===== src/hw/rtl/rpn_pkg.sv =====
// Package for the RPN stack calculator core: sizes, codes, types.
// No dependencies.
package rpn_pkg;
    localparam int StackDepth = 64;
    localparam int AddrW      = $clog2(StackDepth);
    localparam int CountW     = $clog2(StackDepth + 1);

    typedef enum logic [2:0] {
        OP_PUSH = 3'd0, OP_ADD = 3'd1, OP_SUB = 3'd2, OP_MUL = 3'd3,
        OP_DIV  = 3'd4, OP_SWAP = 3'd5, OP_DUP = 3'd6, OP_PEEK = 3'd7
    } op_t;

    typedef enum logic [2:0] {
        ST_OK = 3'd0, ST_EMPTY = 3'd1, ST_OVERFLOW = 3'd2, ST_DIVZERO = 3'd3,
        ST_FULL = 3'd4
    } status_t;

    typedef enum logic [3:0] {
        S_IDLE, S_RD_A, S_RD_B, S_WAIT, S_EXEC, S_DIV, S_WR1, S_WR2, S_DONE
    } state_t;

    // controller -> datapath
    typedef struct packed {
        logic load_in;     // capture input word
        logic rd_a;        // address top
        logic rd_b;        // address top-1 (or peek)
        logic cap_a;
        logic cap_b;
        logic exec;        // compute result / status
        logic div_start;
        logic div_step;
        logic div_end;
        logic wr1;         // write first word
        logic wr2;         // write second word (swap)
        logic done;        // present result
    } cmd_t;

    // datapath -> controller
    typedef struct packed {
        logic [2:0] op;
        logic       need_a;
        logic       need_b;
        logic       do_div;
        logic       wr1_ok;
        logic       wr2_ok;
        logic       div_last;
    } stat_t;
endpackage


===== src/hw/rtl/rpn_ctrl.sv =====
// Controller state machine for the RPN stack core.
// Depends on rpn_pkg.
module rpn_ctrl (
    input  logic           aclk,
    input  logic           aresetn,
    input  logic           in_valid,
    output logic           in_ready,
    output logic           out_valid,
    input  logic           out_ready,
    input  rpn_pkg::stat_t st,
    output rpn_pkg::cmd_t  cmd
);
    rpn_pkg::state_t state_reg, state_next;

    always_ff @(posedge aclk) begin
        if (!aresetn) state_reg <= rpn_pkg::S_IDLE;
        else          state_reg <= state_next;
    end

    always_comb begin
        state_next = state_reg;
        case (state_reg)
            rpn_pkg::S_IDLE: if (in_valid) state_next = rpn_pkg::S_RD_A;
            rpn_pkg::S_RD_A: state_next = rpn_pkg::S_RD_B;
            rpn_pkg::S_RD_B: state_next = rpn_pkg::S_WAIT;
            rpn_pkg::S_WAIT: state_next = rpn_pkg::S_EXEC;
            rpn_pkg::S_EXEC: state_next = st.do_div ? rpn_pkg::S_DIV : rpn_pkg::S_WR1;
            rpn_pkg::S_DIV:  if (st.div_last) state_next = rpn_pkg::S_WR1;
            rpn_pkg::S_WR1:  state_next = rpn_pkg::S_WR2;
            rpn_pkg::S_WR2:  state_next = rpn_pkg::S_DONE;
            rpn_pkg::S_DONE: if (out_ready) state_next = rpn_pkg::S_IDLE;
            default:         state_next = rpn_pkg::S_IDLE;
        endcase
    end

    always_comb begin
        cmd       = '0;
        in_ready  = 1'b0;
        out_valid = 1'b0;
        case (state_reg)
            rpn_pkg::S_IDLE: begin
                in_ready     = 1'b1;
                cmd.load_in  = in_valid;
            end
            rpn_pkg::S_RD_A: cmd.rd_a = 1'b1;
            rpn_pkg::S_RD_B: begin
                cmd.rd_b  = 1'b1;
                cmd.cap_a = 1'b1;
            end
            rpn_pkg::S_WAIT: cmd.cap_b = 1'b1;
            rpn_pkg::S_EXEC: begin
                cmd.exec      = 1'b1;
                cmd.div_start = st.do_div;
            end
            rpn_pkg::S_DIV: begin
                cmd.div_step = 1'b1;
                cmd.div_end  = st.div_last;
            end
            rpn_pkg::S_WR1:  cmd.wr1 = st.wr1_ok;
            rpn_pkg::S_WR2:  cmd.wr2 = st.wr2_ok;
            rpn_pkg::S_DONE: begin
                out_valid = 1'b1;
                cmd.done  = out_ready;
            end
            default: ;
        endcase
    end
endmodule


===== config.mk =====
export PLATFORM = sky130hd
export DESIGN_NAME = rpn_ctrl
export DESIGN_NICKNAME = d
export VERILOG_FILES = /design/src/hw/rtl/rpn_pkg.sv /design/src/hw/rtl/rpn_ctrl.sv
export SDC_FILE = /design/constraint.sdc
export NUM_CORES = 1
export LEC_CHECK = 0
export ABC_AREA = 0
export BUFFER_PORTS_ARGS = -buffer_cell sky130_fd_sc_hd__clkbuf_2
export CAP_MARGIN = 40
export CORE_AREA = 8 8 45 47
export CTS_CLUSTER_SIZE = 8
export DETAILED_ROUTE_END_ITERATION = 8
export DIE_AREA = 0 0 53 55
export PLACE_DENSITY = 0.61
export SLEW_MARGIN = 40
export SYNTH_ARGS = -nofsm -noshare
export SYNTH_HDL_FRONTEND = slang
export SYNTH_SLANG_ARGS = --single-unit

===== constraint.sdc =====
create_clock -name aclk -period 1.6 [get_ports aclk]
set_input_delay 0.24 -clock aclk [delete_from_list [all_inputs] [get_ports aclk]]
set_output_delay 0.24 -clock aclk [all_outputs]
set_load 0.05 [all_outputs]

==> results of run 1 <==
## per-stage QoR
stage / std cells / utilization [%] / hold WS, ns / power [mW]
6_report: 82 / 44.8 / 0.264 / 0.469
4_1_cts: 81 / 42.9 / 0.262 / 0.464
2_1_floorplan: 41 / - / 0.357 / 0.295
3_3_place_gp: 76 / 37.1 / 0.511 / 0.322
5_1_grt: 82 / 44.8 / 0.264 / 0.499
3_5_place_dp: 76 / 37.1 / 0.511 / 0.326
## metal layers
metal  track usage, %  share of wire [%]  vias up
li1                 -                  -      192
met1             7.44                 35      169
met2             14.8                 55        9
met3             2.14                9.4        0
met4             3.88                  0        0
met5                0                  0        -
## final timing paths
| path | to | depth (start not counted) |
|---|---|---|
| worst max-delay path | cmd[11] | 4 |
| worst min register to register | state_reg[2] | 1 |
| worst min-delay path | state_reg[3] | 2 |
| worst max register to register | state_reg[0] | 5 |
## kinds of logic (layout without fill, tap and decap cells)
logic type	count (synthesis)	count (layout)	share of synthesized area, %
AO/OA/AOI/OAI	4	4	8.76
flip-flops	4	4	23.4
buffers and inverters	4	29	10.9
XOR/XNOR	1	1	2.56
AND/OR/NAND/NOR	28	28	54.4
## power groups by stage
stage	clock [mW]	sequential, mW	combinational [mW]
floorplan	0	0.117	0.178
global placement	0	0.134	0.188
detailed placement	0	0.134	0.192
CTS	0.126	0.132	0.206
global route	0.133	0.135	0.230
finish	0.118	0.133	0.218
## cell type report
type / count / area, um^2 / share of cell area [%]
multi-input combinational: 33 / 288 / 46.4
timing repair buffer: 26 / 195 / 31.5
sequential: 4 / 95.1 / 15.3
clock buffer: 3 / 22.5 / 3.63
tap: 16 / 20.0 / 3.23
## timing repair
item / in CTS / in global routing
gates cloned: 0 / 0
setup endpoints to repair: 9 / 9
setup buffers: 2 / 1
hold endpoints to repair: 0 / 0
pin swaps: 2 / 2
gates resized for setup: 13 / 10
## placed cells by master (no fill, tap or decap), types with 2 or more instances in the layout
cell,synthesis,final
nor3_2,0,2
nand2b_4,1,2
clkbuf_2,0,14
buf_6,2,3
buf_4,2,4
nor2_1,5,3
nand2_1,2,2
and2_4,0,3
dfxtp_4,0,4
clkbuf_4,0,4
nor2b_1,3,3
==> impl_metrics.env, run 1 <==
export IMPL_htreeDepth=1
export IMPL_final_nets=81
export IMPL_cts_tree="done"
export IMPL_cts_sinks=4
export IMPL_vias_per_cell=4.51
export IMPL_design_area_um2=621
export IMPL_status="finished, final reports clean"
export IMPL_ys_flop_type="dfxtp_1"
export IMPL_place_ws_ns=0.0799
export IMPL_startpoint_type="flip-flop"
export IMPL_synth_top_cell_by_area="dfxtp_1"
export IMPL_arrival_ns=1.33
export IMPL_antenna_left=0
export IMPL_portBuffers=21
export IMPL_largest_register_ffs=4
export IMPL_setup_violations=0
export IMPL_clk_latency_ns=0.23
export IMPL_yosysWarnings=0
export IMPL_synth_top_area_share_pct=23.4
export IMPL_ys_ff_latch=4
export IMPL_p_seq_share_pct=28.4
export IMPL_syn_inst=41
export IMPL_antenna_found_initial=0
export IMPL_worst_slack_ns=0.0267
export IMPL_avgRoutedWirePerCell_um=12.5
export IMPL_die_y_um=55
export IMPL_grt_max_degree=12
export IMPL_core_area_um2=1380
export IMPL_required_ns=1.36
export IMPL_worstMarginPinSlew_ns=0.281
export IMPL_cts_hold_buf=0
export IMPL_ys_top_cells_by_area="dfxtp_1, and2_1, nor4b_4, buf_6, nor3_1"
export IMPL_setup_worst_path_start="state_reg[0]"
export IMPL_cts_root_buf="clkbuf_4"
export IMPL_cp_end_kind="primary output"
export IMPL_dpl_instance_area_um2=513
export IMPL_numCtsBuffers=3
export IMPL_syn_area_per_cell_um2=8.36
export IMPL_period_share_pct=98.3
export IMPL_rows=14
export IMPL_max_vdd_ir_drop_mv=0.302
export IMPL_cts_buffer_depth=2
export IMPL_slew_headroom_pct=81.3
export IMPL_grt_pass1_wl_um=1700
export IMPL_slowest_delay_ns=0.36
export IMPL_criticalPathCategory="reg -> out"
export IMPL_netlist_area_um2=343
export IMPL_die_area_um2=2920
export IMPL_vias=370
export IMPL_drc=0
export IMPL_initial_core_util_pct=24.8
export IMPL_min_delay_start="aresetn"
export IMPL_hold_viol=0
export IMPL_antennaDiodeCount=0
export IMPL_clkTransAtPathRegs_ns=0.04
export IMPL_areaGrowthSynthToFinish_pct=81.0
export IMPL_syn_num_nets=54
export IMPL_pin_count=27
export IMPL_finalClockSkew_ns=0.00436
export IMPL_grt_overflow=0
export IMPL_die_w_um=53
export IMPL_r2r_start="state_reg[2]"
export IMPL_layout_min_cycle_time_ns=1.57
export IMPL_drv_cap=0
export IMPL_leakage_nw=0.273
export IMPL_crit_path_max_fanout=5
export IMPL_drt_total_wl_um=1020
export IMPL_grt_usage_pct=7.76
export IMPL_worstPathCellList="buf_6 -> nor4_4 -> and2_4 -> buf_8"
export IMPL_synth_seq_area_share_pct=23.4
export IMPL_cpMaxStageDelayCell="dfxtp_4"
export IMPL_drt_initial_drc_count=2
export IMPL_path_delay_family="simple AND/OR/NAND/NOR gates"
export IMPL_rrSetupSlack_ns=0.37
export IMPL_power_net_switching_mw=0.194
export IMPL_hp_class="in -> reg"
export IMPL_ys_types=21
export IMPL_power_density_nw_per_um2=756
export IMPL_clock_fmax_mhz=636
export IMPL_p_int_mw=0.275
export IMPL_pwr_share_comb_pct=46.5
export IMPL_async_reset_ff_share_pct=0
export IMPL_firstDrtPassIters=2
export IMPL_post_dp_hpwl_um=839
export IMPL_globalplace_congestion=0.719
export IMPL_pwr_share_clk_pct=25.1
export IMPL_path_buf_inv=2
export IMPL_final_layout_size_suffix_gt1_share_pct=69.7
export IMPL_fin_tns_setup_ns=0
export IMPL_sw_frac_of_total_pct=41.4
export IMPL_synth_edff_count=0
export IMPL_slew_violations=0
export IMPL_grt_pass1_vias=374
export IMPL_fill_cells=145
export IMPL_yosys_top_cells_count="and2_1, nor2_1, dfxtp_1, nor3_1, nor2b_1"
export IMPL_grt_setup_unrepaired="true"
Power figures use the tool's default switching activity.
==> run 2, diff against run 1 <==
--- a/config.mk
+++ b/config.mk
@@ -7,7 +7,7 @@
 export LEC_CHECK = 0
 export ABC_AREA = 0
 export BUFFER_PORTS_ARGS = -buffer_cell sky130_fd_sc_hd__clkbuf_2
-export CAP_MARGIN = 40
+export CAP_MARGIN = 10
 export CORE_AREA = 8 8 45 47
 export CTS_CLUSTER_SIZE = 8
 export DETAILED_ROUTE_END_ITERATION = 8
==> constraint.sdc (replaced) <==
create_clock -name aclk -period 1.6 [get_ports aclk]
set_input_delay 0.08 -clock aclk [delete_from_list [all_inputs] [get_ports aclk]]
set_output_delay 0.08 -clock aclk [all_outputs]
set_load 0.05 [all_outputs]
==> run 2 against run 1 <==
Against the previous run:
- maximum frequency increased by 8.3%
- final area decreased by 16%
- via count shrank 3.8%
- non-clock buffer count shrank 3
==> impl_metrics.env, run 2 (synthesized netlist as in run 1, its figures left out) <==
export IMPL_grt_pass1_vias=319
export IMPL_setup_violations=0
export IMPL_die_area_um2=2920
export IMPL_clk_latency_ns=0.23
export IMPL_ff2ff_path_depth=3
export IMPL_antenna_left=0
export IMPL_leakage_nw=0.241
export IMPL_pin_count=27
export IMPL_final_layout_size_suffix_gt1_share_pct=60.3
export IMPL_final_cell_mix="clkbuf_2, nor2_1"
export IMPL_final_common_cell="clkbuf_2"
export IMPL_clkTransAtPathRegs_ns=0.03
export IMPL_cts_root_buf="clkbuf_4"
export IMPL_final_nets=78
export IMPL_drt_total_wl_um=848
export IMPL_core_area_um2=1380
export IMPL_slew_headroom_pct=80.0
export IMPL_path_buf_inv=1
export IMPL_drv_cap=0
export IMPL_hold_end="state_reg[3]"
export IMPL_fin_util_pct=37.7
export IMPL_hold_viol=0
export IMPL_vias=356
export IMPL_rows=14
export IMPL_largest_register_ffs=4
export IMPL_cpMaxStageDelayCell="dfxtp_1"
export IMPL_portBuffers=21
export IMPL_startpoint_type="flip-flop"
export IMPL_min_delay_start="aresetn"
export IMPL_vias_per_cell=4.51
export IMPL_antenna_found_initial=0
export IMPL_max_vdd_ir_drop_mv=0.279
export IMPL_finalClockSkew_ns=0.00126
export IMPL_areaGrowthSynthToFinish_pct=52.2
export IMPL_avgRoutedWirePerCell_um=10.7
export IMPL_slew_violations=0
export IMPL_grt_setup_unrepaired="false"
export IMPL_period_share_pct=90.8
export IMPL_dpl_instance_area_um2=493
export IMPL_hp_class="in -> reg"
export IMPL_power_density_nw_per_um2=841
export IMPL_cp_end_kind="primary output"
export IMPL_drc=0
export IMPL_grt_usage_pct=6.23
export IMPL_postCtsSetupBuffers=0
export IMPL_criticalPathCategory="reg -> out"
export IMPL_clock_fmax_mhz=688
export IMPL_antennaDiodeCount=0
export IMPL_required_ns=1.52
export IMPL_worstMarginPinSlew_ns=0.300
export IMPL_layout_min_cycle_time_ns=1.45
export IMPL_whs_path_depth=2
export IMPL_die_w_um=53
export IMPL_rrSetupSlack_ns=0.45
export IMPL_grt_overflow=0
export IMPL_design_area_um2=522
export IMPL_post_dp_hpwl_um=734
export IMPL_grt_pass1_wl_um=1360
export IMPL_status="finished, final reports clean"
export IMPL_r2r_start="state_reg[2]"
export IMPL_drt_initial_drc_count=2
export IMPL_cts_hold_buf=0
export IMPL_path_delay_family="simple AND/OR/NAND/NOR gates"
export IMPL_cts_tree="done"
export IMPL_initial_core_util_pct=24.8
export IMPL_firstDrtPassIters=4
export IMPL_crit_path_max_fanout=5
export IMPL_globalplace_congestion=0.710
export IMPL_r2r_end="state_reg[0]"
export IMPL_die_y_um=55
export IMPL_cts_buffer_depth=2
export IMPL_htreeDepth=1
export IMPL_worstPathCellList="nand2b_1 -> nor2_4 -> and2_1 -> clkbuf_2"
export IMPL_slowest_delay_ns=0.34
export IMPL_numCtsBuffers=3
export IMPL_arrival_ns=1.37
export IMPL_grt_max_degree=12
export IMPL_cts_sinks=4
==> run 2: how the worst max path moves through the flow <==
stage | cells after the start | to | start | slack, ns
after floorplan | 3 | cmd[11] | state_reg[1] | -0.11
final | 4 | cmd[3] | state_reg[3] | 0.15
after detailed placement | 4 | cmd[5] | state_reg[2] | 0.20
after global placement | 4 | cmd[5] | state_reg[2] | 0.21
after CTS | 4 | cmd[11] | state_reg[0] | 0.04
after global routing | 4 | cmd[11] | state_reg[3] | 0.04
==> run 2: area by class of cell <==
type                    count  area, um^2
clock buffers               3        22.5
fillers                   163         862
well taps                  16        20.0
multi-input cells          33         273
repair buffers             23         123
flip-flops and latches      4        83.8
==> run 2: per-layer routing <==
layer | wire length (um) | GRT usage [%] | part of all wire (%)
met4 | 0 | 5.17 | 0
met5 | 0 | 0 | 0
met1 | 267 | 6.53 | 31
met3 | 131 | 2.14 | 15
met2 | 450 | 9.96 | 53
==> run 2: repair_timing <==
item,CTS,global route
endpoints found under the setup margin,3,2
gates cloned,0,0
gates resized for setup,2,5
==> run 2: power by group <==
group          internal (mW)  switching [mW]
combinational         0.0601           0.123
sequential             0.110          0.0254
clock                 0.0836          0.0366
total                  0.254           0.185
==> run 2: worst register-to-register path: cells and delay by family, from the launching register on <==
| family | cells | cell delay, ns |
|---|---|---|
| AND/OR/NAND/NOR | 1 | 0.19 |
| flip-flops | 1 | 0.50 |
| AO/OA/AOI/OAI | 2 | 0.34 |
==> run 2: through the flow <==
stage,total power [mW],instances,TNS [ns],worst slack (ns),hold slack (ns)
global route,0.473,79,0,0.0354,0.132
CTS,0.446,79,0,0.0412,0.112
floorplan,0.291,41,-0.222,-0.113,0.198
global placement,0.318,76,0,0.206,0.357
detailed placement,0.319,76,0,0.201,0.359
finish,0.439,79,0,0.147,0.113
